File: src/hw/rtl/date_time_string_validator_assert.svh
// Assertion macros for the date and time string validator.
// Used by the top level; expects signals clk and arst_n in scope.
`ifndef DATE_TIME_STRING_VALIDATOR_ASSERT_SVH
`define DATE_TIME_STRING_VALIDATOR_ASSERT_SVH

// same-cycle implication
`define DTSV_ASSERT_NOW(label, ante, cons) \
	label: assert property (@(posedge clk) disable iff (!arst_n) (ante) |-> (cons)) \
		else $error("date_time_string_validator: assertion failed");

// next-cycle implication
`define DTSV_ASSERT_NEXT(label, ante, cons) \
	label: assert property (@(posedge clk) disable iff (!arst_n) (ante) |=> (cons)) \
		else $error("date_time_string_validator: assertion failed");

`endif

File: src/hw/rtl/dtsv_pkg.sv
// Shared types, constants and the layout table of the date and time string validator.
// No dependencies.
package dtsv_pkg;

	localparam int YEAR_W = 14;
	localparam int FIELD_W = 7;
	localparam int POS_W = 5;
	localparam int ADDR_W = 3;
	localparam int DATA_W = 32;

	localparam logic [YEAR_W-1:0] YEAR_LOW_RST = 14'd1900;
	localparam logic [YEAR_W-1:0] YEAR_HIGH_RST = 14'd2030;

	localparam logic [FIELD_W-1:0] MONTH_MAX = 7'd12;
	localparam logic [FIELD_W-1:0] DAY_MAX = 7'd31;
	localparam logic [FIELD_W-1:0] HOUR_MAX = 7'd23;
	localparam logic [FIELD_W-1:0] MINSEC_MAX = 7'd59;

	localparam logic [POS_W-1:0] POS_MAX = 5'd31;

	localparam logic [7:0] CH_ZERO = 8'h30;
	localparam logic [7:0] CH_NINE = 8'h39;
	localparam logic [7:0] CH_SLASH = 8'h2f;
	localparam logic [7:0] CH_COLON = 8'h3a;
	localparam logic [7:0] CH_SPACE = 8'h20;

	localparam logic [1:0] MODE_DATE = 2'd0;
	localparam logic [1:0] MODE_TIME = 2'd1;
	localparam logic [1:0] MODE_BOTH = 2'd2;
	localparam logic [1:0] MODE_NONE = 2'd3;

	localparam logic [POS_W-1:0] LEN_DATE = 5'd10;
	localparam logic [POS_W-1:0] LEN_TIME = 5'd8;
	localparam logic [POS_W-1:0] LEN_BOTH = 5'd19;
	localparam logic [POS_W-1:0] OFS_TIME = 5'd11;

	localparam logic REG_YEAR_LOW = 1'b0;
	localparam logic REG_YEAR_HIGH = 1'b1;

	typedef enum logic [3:0] {
		K_YEAR, K_MONTH, K_DAY, K_HOUR, K_MINUTE, K_SECOND,
		K_SLASH, K_COLON, K_SPACE
	} layout_kind_t;

	typedef struct packed {
		logic [7:0] ch;
		logic [1:0] mode;
		logic       last;
	} in_item_t;

	typedef struct packed {
		logic               valid_res;
		logic [YEAR_W-1:0]  year;
		logic [FIELD_W-1:0] month;
		logic [FIELD_W-1:0] day;
		logic [FIELD_W-1:0] hour;
		logic [FIELD_W-1:0] minute;
		logic [FIELD_W-1:0] second;
	} out_item_t;

	// combined layout YYYY/MM/DD hh:mm:ss
	function automatic layout_kind_t layout_kind(input logic [POS_W-1:0] idx);
		layout_kind_t k;
		case (idx)
			5'd0, 5'd1, 5'd2, 5'd3: k = K_YEAR;
			5'd4, 5'd7:             k = K_SLASH;
			5'd5, 5'd6:             k = K_MONTH;
			5'd8, 5'd9:             k = K_DAY;
			5'd10:                  k = K_SPACE;
			5'd11, 5'd12:           k = K_HOUR;
			5'd13, 5'd16:           k = K_COLON;
			5'd14, 5'd15:           k = K_MINUTE;
			default:                k = K_SECOND;
		endcase
		return k;
	endfunction

	function automatic logic [YEAR_W-1:0] acc_year(input logic [YEAR_W-1:0] acc,
			input logic [3:0] d);
		logic [YEAR_W-1:0] s;
		s = (acc << 3) + (acc << 1) + {{(YEAR_W-4){1'b0}}, d};
		return s;
	endfunction

	function automatic logic [FIELD_W-1:0] acc_field(input logic [FIELD_W-1:0] acc,
			input logic [3:0] d);
		logic [FIELD_W-1:0] s;
		s = (acc << 3) + (acc << 1) + {{(FIELD_W-4){1'b0}}, d};
		return s;
	endfunction

endpackage

File: src/hw/rtl/dtsv_parse.sv
// Per-string parser state: position, mode, format flag and field accumulators.
// Depends on dtsv_pkg.
module dtsv_parse (
	input  logic                          clk,
	input  logic                          arst_n,
	input  logic                          fire,
	input  dtsv_pkg::in_item_t            item,
	input  logic [dtsv_pkg::YEAR_W-1:0]   year_low,
	input  logic [dtsv_pkg::YEAR_W-1:0]   year_high,
	output dtsv_pkg::out_item_t           result
);

	logic [dtsv_pkg::POS_W-1:0]   position_q;
	logic                         format_bad_q;
	logic [1:0]                   mode_q;
	logic [dtsv_pkg::YEAR_W-1:0]  year_q;
	logic [dtsv_pkg::FIELD_W-1:0] month_q, day_q, hour_q, minute_q, second_q;

	logic [1:0]                   md;
	logic [dtsv_pkg::POS_W-1:0]   len, offset, lay_idx;
	dtsv_pkg::layout_kind_t       kind;
	logic                         in_range, is_dig, is_sep, sep_ok, bad_nx;
	logic [3:0]                   d;
	logic [dtsv_pkg::YEAR_W-1:0]  year_nx;
	logic [dtsv_pkg::FIELD_W-1:0] month_nx, day_nx, hour_nx, minute_nx, second_nx;
	logic                         ok, has_date, has_time, date_ok, time_ok;

	always_comb begin
		md = (position_q == '0) ? item.mode : mode_q;
		unique case (md)
			dtsv_pkg::MODE_DATE: begin
				len = dtsv_pkg::LEN_DATE;
				offset = '0;
			end
			dtsv_pkg::MODE_TIME: begin
				len = dtsv_pkg::LEN_TIME;
				offset = dtsv_pkg::OFS_TIME;
			end
			dtsv_pkg::MODE_BOTH: begin
				len = dtsv_pkg::LEN_BOTH;
				offset = '0;
			end
			default: begin
				len = '0;
				offset = '0;
			end
		endcase
		in_range = position_q < len;
		lay_idx = offset + position_q;
		kind = dtsv_pkg::layout_kind(lay_idx);
		is_dig = (item.ch >= dtsv_pkg::CH_ZERO) && (item.ch <= dtsv_pkg::CH_NINE);
		d = item.ch[3:0];
		is_sep = 1'b0;
		sep_ok = 1'b0;
		unique case (kind)
			dtsv_pkg::K_SLASH: begin
				is_sep = 1'b1;
				sep_ok = item.ch == dtsv_pkg::CH_SLASH;
			end
			dtsv_pkg::K_COLON: begin
				is_sep = 1'b1;
				sep_ok = item.ch == dtsv_pkg::CH_COLON;
			end
			dtsv_pkg::K_SPACE: begin
				is_sep = 1'b1;
				sep_ok = item.ch == dtsv_pkg::CH_SPACE;
			end
			default: begin
				is_sep = 1'b0;
				sep_ok = 1'b0;
			end
		endcase
		bad_nx = format_bad_q | !in_range | (is_sep ? !sep_ok : !is_dig);

		year_nx = year_q;
		month_nx = month_q;
		day_nx = day_q;
		hour_nx = hour_q;
		minute_nx = minute_q;
		second_nx = second_q;
		if (in_range && !is_sep && is_dig) begin
			unique case (kind)
				dtsv_pkg::K_YEAR:   year_nx = dtsv_pkg::acc_year(year_q, d);
				dtsv_pkg::K_MONTH:  month_nx = dtsv_pkg::acc_field(month_q, d);
				dtsv_pkg::K_DAY:    day_nx = dtsv_pkg::acc_field(day_q, d);
				dtsv_pkg::K_HOUR:   hour_nx = dtsv_pkg::acc_field(hour_q, d);
				dtsv_pkg::K_MINUTE: minute_nx = dtsv_pkg::acc_field(minute_q, d);
				default:            second_nx = dtsv_pkg::acc_field(second_q, d);
			endcase
		end

		has_date = (md == dtsv_pkg::MODE_DATE) || (md == dtsv_pkg::MODE_BOTH);
		has_time = (md == dtsv_pkg::MODE_TIME) || (md == dtsv_pkg::MODE_BOTH);
		date_ok = (year_nx >= year_low) && (year_nx <= year_high) &&
			(month_nx != '0) && (month_nx <= dtsv_pkg::MONTH_MAX) &&
			(day_nx != '0) && (day_nx <= dtsv_pkg::DAY_MAX);
		time_ok = (hour_nx <= dtsv_pkg::HOUR_MAX) && (minute_nx <= dtsv_pkg::MINSEC_MAX) &&
			(second_nx <= dtsv_pkg::MINSEC_MAX);
		ok = !bad_nx && (len != '0) && ((position_q + 5'd1) == len) &&
			(!has_date || date_ok) && (!has_time || time_ok);

		result = '0;
		result.valid_res = ok;
		if (ok && has_date) begin
			result.year = year_nx;
			result.month = month_nx;
			result.day = day_nx;
		end
		if (ok && has_time) begin
			result.hour = hour_nx;
			result.minute = minute_nx;
			result.second = second_nx;
		end
	end

	always_ff @(posedge clk or negedge arst_n) begin
		if (!arst_n) begin
			position_q <= '0;
			format_bad_q <= 1'b0;
			mode_q <= '0;
			year_q <= '0;
			month_q <= '0;
			day_q <= '0;
			hour_q <= '0;
			minute_q <= '0;
			second_q <= '0;
		end else if (fire) begin
			if (item.last) begin
				position_q <= '0;
				format_bad_q <= 1'b0;
				mode_q <= '0;
				year_q <= '0;
				month_q <= '0;
				day_q <= '0;
				hour_q <= '0;
				minute_q <= '0;
				second_q <= '0;
			end else begin
				if (position_q != dtsv_pkg::POS_MAX) position_q <= position_q + 5'd1;
				format_bad_q <= bad_nx;
				mode_q <= md;
				year_q <= year_nx;
				month_q <= month_nx;
				day_q <= day_nx;
				hour_q <= hour_nx;
				minute_q <= minute_nx;
				second_q <= second_nx;
			end
		end
	end

endmodule

File: src/hw/rtl/date_time_string_validator.sv
// Top level of the date and time string validator: handshakes, APB registers, result register.
// Depends on dtsv_pkg, dtsv_parse and date_time_string_validator_assert.svh.
//
//   channel | signals                                   | transaction
//   input   | in_valid, in_stall, in_data               | one character
//   output  | out_valid, out_stall, out_data            | one result per string
//   config  | psel, penable, pwrite, paddr, pwdata, ... | year_low at 0, year_high at 4
//
// One character per cycle while in_stall is low; the result of a string is registered.
// Path: input register, parser logic, result register.
// Reset restores the year window 1900..2030 and clears the string state.
// A stalled result holds; input stalls only when a last character meets a full stalled result.
`include "date_time_string_validator_assert.svh"

module date_time_string_validator (
	input  logic                          clk,
	input  logic                          arst_n,
	input  logic                          in_valid,
	output logic                          in_stall,
	input  dtsv_pkg::in_item_t            in_data,
	output logic                          out_valid,
	input  logic                          out_stall,
	output dtsv_pkg::out_item_t           out_data,
	input  logic                          psel,
	input  logic                          penable,
	input  logic                          pwrite,
	input  logic [dtsv_pkg::ADDR_W-1:0]   paddr,
	input  logic [dtsv_pkg::DATA_W-1:0]   pwdata,
	output logic [dtsv_pkg::DATA_W-1:0]   prdata,
	output logic                          pready
);

	logic [dtsv_pkg::YEAR_W-1:0] year_low_q, year_high_q;
	logic                        valid_s1;
	dtsv_pkg::in_item_t          item_s1;
	logic                        advance, in_fire;
	dtsv_pkg::out_item_t         result;

	assign pready = 1'b1;

	always_comb begin
		unique case (paddr[2])
			dtsv_pkg::REG_YEAR_LOW:  prdata = {{(dtsv_pkg::DATA_W-dtsv_pkg::YEAR_W){1'b0}},
				year_low_q};
			default:                 prdata = {{(dtsv_pkg::DATA_W-dtsv_pkg::YEAR_W){1'b0}},
				year_high_q};
		endcase
	end

	always_ff @(posedge clk or negedge arst_n) begin
		if (!arst_n) begin
			year_low_q <= dtsv_pkg::YEAR_LOW_RST;
			year_high_q <= dtsv_pkg::YEAR_HIGH_RST;
		end else if (psel && penable && pwrite && pready) begin
			if (paddr[2] == dtsv_pkg::REG_YEAR_LOW) year_low_q <= pwdata[dtsv_pkg::YEAR_W-1:0];
			else year_high_q <= pwdata[dtsv_pkg::YEAR_W-1:0];
		end
	end

	assign advance = valid_s1 && !(item_s1.last && out_valid && out_stall);
	assign in_stall = valid_s1 && !advance;
	assign in_fire = in_valid && !in_stall;

	always_ff @(posedge clk or negedge arst_n) begin
		if (!arst_n) begin
			valid_s1 <= 1'b0;
		end else if (in_fire) begin
			valid_s1 <= 1'b1;
		end else if (advance) begin
			valid_s1 <= 1'b0;
		end
	end

	always_ff @(posedge clk) begin
		if (in_fire) item_s1 <= in_data;
	end

	dtsv_parse u_parse (
		.clk       (clk),
		.arst_n    (arst_n),
		.fire      (advance),
		.item      (item_s1),
		.year_low  (year_low_q),
		.year_high (year_high_q),
		.result    (result)
	);

	always_ff @(posedge clk or negedge arst_n) begin
		if (!arst_n) begin
			out_valid <= 1'b0;
		end else if (advance && item_s1.last) begin
			out_valid <= 1'b1;
		end else if (!out_stall) begin
			out_valid <= 1'b0;
		end
	end

	always_ff @(posedge clk) begin
		if (advance && item_s1.last) out_data <= result;
	end

	`DTSV_ASSERT_NOW(a_stall_cause, in_stall,
		valid_s1 && item_s1.last && out_valid && out_stall)
	`DTSV_ASSERT_NEXT(a_result_loaded, advance && item_s1.last, out_valid)
	`DTSV_ASSERT_NOW(a_invalid_zero, out_valid && !out_data.valid_res,
		out_data.year == '0 && out_data.month == '0 && out_data.day == '0 &&
		out_data.hour == '0 && out_data.minute == '0 && out_data.second == '0)

endmodule
File: config.mk
export PLATFORM = sky130hd
export DESIGN_NAME = date_time_string_validator
export DESIGN_NICKNAME = d
export VERILOG_FILES = /design/src/hw/rtl/dtsv_pkg.sv /design/src/hw/rtl/dtsv_parse.sv /design/src/hw/rtl/date_time_string_validator.sv
export VERILOG_INCLUDE_DIRS = /design/src /design/src/hw/rtl
export SDC_FILE = /design/constraint.sdc
export NUM_CORES = 1
export LEC_CHECK = 0
export CORE_UTILIZATION = 25
export DETAILED_ROUTE_END_ITERATION = 10
export DONT_BUFFER_PORTS = 1
export PLACE_DENSITY = 0.5
export SYNTH_ARGS = -nofsm -noshare
export SYNTH_HDL_FRONTEND = slang
export SYNTH_SLANG_ARGS = --single-unit
File: constraint.sdc
create_clock -name clk -period 8.95 [get_ports clk]
set_clock_uncertainty 0.05 [all_clocks]
set_input_delay 1.79 -clock clk [delete_from_list [all_inputs] [get_ports clk]]
set_output_delay 1.79 -clock clk [all_outputs]
set_load 0.02 [all_outputs]
==> flow_summary.toml, run 1 <==
[yosys]
yosys_warnings = 0
syn_avg_cell_area_um2 = 10.97
synth_edf_count = 61
yosysTopAreaCellShare_pct = 18.72
synth_ff_type = "dfrtp_1"
synth.area.top_cells = "edfxtp_1 (19%), dfrtp_1 (18%), ha_1 (13%)"
ys_ff_latch = 148
yosys.area.top_type = "edfxtp_1"
netlist_area_um2 = 9784
ys_types = 73
synth_cells = 892
yosysSeqAreaShare_pct = 41.18
async_flop_share_pct = 58.78

[worst_setup_path]
crit_path_max_fanout = 19
cp-end-kind = "flop"
cp.buffers_inverters = 7
cp-start-kind = "flop"
slowest_stage = "fa_1"
cp.arrival_ns = 8.33
slowest_delay_ns = 0.65
crit_family = "adder cells"
crit_type = "flop to flop"
worstPathRequired_ns = 9.15

[run]
drv_cap = 0

[cells_and_area]
areaGrowthSynthToFinish_pct = 12.19
fin_nets = 1077
ff_latch_area_um2 = 4029
instances_no_fill = 1440
drive_above_1_share_pct = 13.28
multi_input_area_um2 = 5321
fillCellCount = 4008

[clock_network]
cts_root_buf = "clkbuf_16"
cts.sink_count = 148
post_cts_resized = 0
cts_hold_buf = 0
clock_latency_ns = 0.44
cts_max_level = 4
cts_tree = "built"
clockBufferDepth = 2
path_clk_slew_ns = 0.07
cts_setup_buffers = 0
numCtsBuffers = 17

[detailed_routing]
wl_per_cell_um = 16.34
num_vias = 6586
wl_um = 23530
routed_via_density = 4.574
drc_errors = 0
drt_iter0_drc = 322
drt_pass1_iterations = 5
antenna_left = 0

[floorplanning]
pin_count = 138
die_y_um = 199.8
die_x_um = 199.8
rows = 72
core_area_um2 = 38650
die_area_um2 = 39930
start_util_pct = 25.32

[global_routing]
grtUsageTotal_pct = 12.31
grt_pass1_wl_um = 37150
antenna_found_initial = 2
overflow = 0
grt_max_degree = 88
grt_pass1_vias = 6672

[run_status]
status = "complete, no violations"

[timing]
fmax_mhz = 122.9
finalSetupViolations = 0
slew_headroom_pct = 43.44
slew_violations = 0
rsz0062_at_grt = "false"
period_needed_ns = 8.137
finalSetupTns_ns = 0
fin_crit_sh_pct = 90.92
final_hold_viol_count = 0
max_slew.worst_pin.slew_ns = 0.8484

[place]
dp.cells = 1405
hpwl_um = 17450
gp_congestion = 0.8537
io_buffers = 0

[pwr]
power.density_nw_per_um2 = 181.8
power.leakage_nw = 4.876
max-vdd-ir-drop_v = 0.0001338

[min_path]
hp-class = "flop to flop"
==> power breakdown <==
group          total, mW  internal [mW]  switching (mW)  leakage, nW
registers          0.823          0.770          0.0533         1.71
logic              0.414          0.155           0.258         2.87
clock network      0.759          0.449           0.310        0.295
==> placed cells by master, fill, tap and decap left out, types with 5 or more instances in the layout <==
| cell type | count |
|---|---|
| a211oi_1 | 5 |
| a21o_1 | 20 |
| a21oi_1 | 29 |
| a22o_1 | 31 |
| buf_4 | 10 |
| clkbuf_16 | 17 |
| conb_1 | 28 |
| dfrtp_1 | 71 |
| dfstp_2 | 16 |
| edfxtp_1 | 61 |
| fa_1 | 13 |
| ha_1 | 105 |
| inv_1 | 75 |
| mux2_2 | 37 |
| mux2i_1 | 35 |
| nand2_1 | 62 |
| nand2b_1 | 6 |
| nand3_1 | 9 |
| nand4_1 | 7 |
| nor2_1 | 39 |
| nor2_4 | 11 |
| nor2b_1 | 12 |
| nor3_1 | 11 |
| nor4_1 | 9 |
| o21a_1 | 5 |
| o21ai_0 | 54 |
| xnor2_1 | 29 |
| xor2_1 | 15 |
==> synthesized netlist by cell type (29+ instances only) <==
master and count:
a21oi_1 29, mux2_2 37, dfrtp_1 71, ha_1 105, inv_1 75, mux2i_1 35
o21ai_0 54, edfxtp_1 61, xnor2_1 29, nor2_1 39, a22o_1 31, nand2_1 62
==> flip-flops by register name, indices dropped and copies added (netlist names), 2 cells and up <==
name and cells:
u_parse.position_q 5, u_parse.day_q 7, year_low_q 14, u_parse.minute_q 7, out_data 50, u_parse.mode_q 2, year_high_q 14, u_parse.second_q 7
u_parse.month_q 7, u_parse.year_q 14, item_s1 11, u_parse.hour_q 7
==> worst min-delay path, delay by kind of cell (launching register included) <==
kind,cells,cell delay [ns]
flops,1,0.35
compound gates,1,0.06
simple gates,1,0.05
==> cells by family (layout without fill, tap and decap cells) <==
| family | count (synthesis) | count (layout) | synth area share, % |
|---|---|---|---|
| multiplexers | 72 | 72 | 7.839 |
| buffers and inverters | 116 | 117 | 5.537 |
| AO/OA/AOI/OAI | 195 | 195 | 14.25 |
| XOR/XNOR | 45 | 45 | 4.105 |
| flip-flops | 148 | 148 | 41.18 |
| adder cells (fa/ha/maj) | 118 | 118 | 16.09 |
| other | 2 | 31 | 0.07675 |
| AND/OR/NAND/NOR | 196 | 196 | 10.93 |
==> cell type report <==
type	instances	area share [%]
Timing Repair Buffer	10	0.6839
Clock buffer	18	4.001
Inverter	75	2.565
Clock inverter	14	1.596
Antenna cell	3	0.06839
Tap cell	518	5.904
Multi-Input combinational cell	654	48.48
Sequential cell	148	36.70
==> stage by stage <==
step	power (mW)	instance area, um2	hold slack, ns	util (%)	worst slack [ns]
final	1.996	10980	0.4409	28.40	0.8126
after global routing	2.113	10970	0.4710	28.39	0.1650
after CTS	2.027	10970	0.4431	28.38	0.7553
after detailed placement	1.252	10350	0.4242	26.79	0.8369
after global placement	1.247	10350	0.4145	26.79	0.8848
after floorplan	1.158	9882	0.3992	-	1.209
==> layer usage <==
metal / vias up / global-route usage (%) / wire length (um)
met3: 19 / 3.679 / 1248
met1: 3192 / 15.70 / 10770
met4: 0 / 3.534 / 310
met2: 153 / 20.04 / 11200
li1: 3222 / - / -
met5: - / 0 / 0
==> path summary, 6_finish.rpt <==
path	depth (start not counted)	from	to	slack (ns)
min in group asynchronous	0	arst_n	year_low_q[11]	1.00
worst max register to register	27	u_parse.position_q[0]	out_data[3]	0.81
worst max-delay path	27	u_parse.position_q[0]	out_data[3]	0.81
worst min-delay path	2	u_parse.mode_q[1]	u_parse.mode_q[1]	0.44
max in group asynchronous	0	arst_n	year_high_q[5]	7.66
worst min register to register	2	u_parse.mode_q[1]	u_parse.mode_q[1]	0.44
(Power assumes the default switching activity.)
==> run 2: changes to the inputs <==
--- a/config.mk
+++ b/config.mk
@@ -9,6 +9,7 @@
 export CORE_UTILIZATION = 25
 export DETAILED_ROUTE_END_ITERATION = 10
 export DONT_BUFFER_PORTS = 1
+export MAX_ROUTING_LAYER = met4
 export PLACE_DENSITY = 0.5
 export SYNTH_ARGS = -nofsm -noshare
 export SYNTH_HDL_FRONTEND = slang
==> run 2 against run 1 <==
  * Wire length is essentially flat
  * Worst hold slack lost 0.0025 ns
  * Largest power group unchanged
  * Global-route usage up 0.36 points
  * Cell area unchanged
==> flow_summary.toml, run 2 (same netlist as run 1, synthesis figures left out) <==
[detailed_routing]
drc_errors = 0
wl_per_cell_um = 16.33
drt_iter0_drc = 328
num_vias = 6572
wl_um = 23510
drt_pass1_iterations = 4
routed_via_density = 4.564
antenna_left = 0

[pwr]
net-switching-power_uw = 623.2
p_int_mw = 1.374
p_sw_share_pct = 31.21
seqPwrFrac_pct = 41.2
power.leakage_nw = 4.876
power.density_nw_per_um2 = 181.9
p_clk_share_pct = 38.0
total_power_mw = 1.997
p_comb_share_pct = 20.7
max-vdd-ir-drop_v = 0.0001363

[min_path]
holdPathStages = 2
min_from = "u_parse.mode_q[1]"
hp-class = "flop to flop"
whs_endpoint = "u_parse.mode_q[1]"

[cells_and_area]
fin_nets = 1077
areaGrowthSynthToFinish_pct = 12.19
instances_no_fill = 1440
drive_above_1_share_pct = 13.28
fillCellCount = 4008
largest-register = "out_data"
final_common_cell = "ha_1"
largest_reg_flops = 50
mostFrequentLayoutCells = "ha_1 (105), inv_1 (75), dfrtp_1 (71)"
utilization_pct = 28.40

[global_routing]
grtUsageTotal_pct = 12.67
overflow = 0
grt_pass1_vias = 6697
grt_pass1_wl_um = 37090
grt_max_degree = 88
antenna_found_initial = 2

[timing]
slew_violations = 0
period_needed_ns = 8.120
max_slew.worst_pin.slew_ns = 0.8476
slew_headroom_pct = 43.50
fin_crit_sh_pct = 90.72
finalSetupViolations = 0
rsz0062_at_grt = "false"
setup_ws_ns = 0.8303
final_hold_viol_count = 0
fmax_mhz = 123.2
finalSetupTns_ns = 0

[worst_setup_path]
cp-end-kind = "flop"
r2r-start = "u_parse.position_q[0]"
rr_worst_depth = 27
cp-start-kind = "flop"
cp.buffers_inverters = 7
worstPathRequired_ns = 9.14
crit_path_max_fanout = 19
crit_family = "adder cells"
slowest_stage = "fa_1"
regToRegEndpoint = "out_data[4]"
slowest_delay_ns = 0.65
reg2reg_slack_ns = 0.83
crit_type = "flop to flop"
cp.arrival_ns = 8.31

[clock_network]
path_clk_slew_ns = 0.07
post_cts_resized = 0
cts_tree = "built"
cts_hold_buf = 0
clockBufferDepth = 2
numCtsBuffers = 17
cts_max_level = 4
cts_setup_buffers = 0
cts_root_buf = "clkbuf_16"
clock_latency_ns = 0.44
cts.sink_count = 148

[place]
io_buffers = 0
hpwl_um = 17450
pre_cts_ws_ns = 0.8369
dp.cells = 1405
gp_congestion = 0.8673

[floorplanning]
die_area_um2 = 39930
pin_count = 138
start_util_pct = 25.32
die_x_um = 199.8
die_y_um = 199.8
core_area_um2 = 38650
rows = 72

[run]
drv_cap = 0

[run_status]
status = "complete, no violations"
==> run 2: layout make-up <==
cell class,instances,area [um2],area share (%)
antenna,3,7.507,0.06839
clock inverter,14,175.2,1.596
clock buffer,18,439.2,4.001
tap,518,648.1,5.904
timing repair buffer,10,75.07,0.6839
sequential,148,4029,36.70
inverter,75,281.5,2.565
multi-input combinational,654,5321,48.48
==> run 2: power groups by stage <==
stage | logic [mW] | registers (mW) | clock network [mW]
finish | 0.414 | 0.824 | 0.759
floorplan | 0.336 | 0.822 | 0
global placement | 0.410 | 0.837 | 0
detailed placement | 0.413 | 0.839 | 0
CTS | 0.416 | 0.825 | 0.787
global route | 0.465 | 0.833 | 0.814
==> run 2: worst max path at each step <==
| stage | end | from | depth (start not counted) |
|---|---|---|---|
| 3_3_place_gp | out_data[3] | u_parse.position_q[1] | 27 |
| 2_1_floorplan | out_data[7] | u_parse.position_q[2] | 28 |
| 4_1_cts | out_data[3] | u_parse.position_q[0] | 27 |
| 3_5_place_dp | out_data[3] | u_parse.position_q[0] | 27 |
| 6_report | out_data[4] | u_parse.position_q[0] | 27 |
| 5_1_grt | out_data[4] | u_parse.position_q[1] | 26 |
==> run 2: tightest hold or removal path, cell delays in order, from the launching register on <==
cell     delay (ns)
dfrtp_1        0.35
nand2_1        0.05
o21ai_0        0.06
==> run 2: stage by stage <==
| step | cell area, um2 | hold WS (ns) |
|---|---|---|
| floorplan | 9882 | 0.3992 |
| global placement | 10350 | 0.4145 |
| detailed placement | 10350 | 0.4242 |
| CTS | 10970 | 0.4431 |
| global route | 10980 | 0.4710 |
| finish | 10980 | 0.4384 |
==> run 2: per-layer routing <==
metal	vias up	global-route usage, %	routed length [um]
met5	-	-	0
met4	0	3.619	223
met3	18	3.360	1093
met2	147	20.05	11250
met1	3181	15.82	10940
li1	3226	-	-
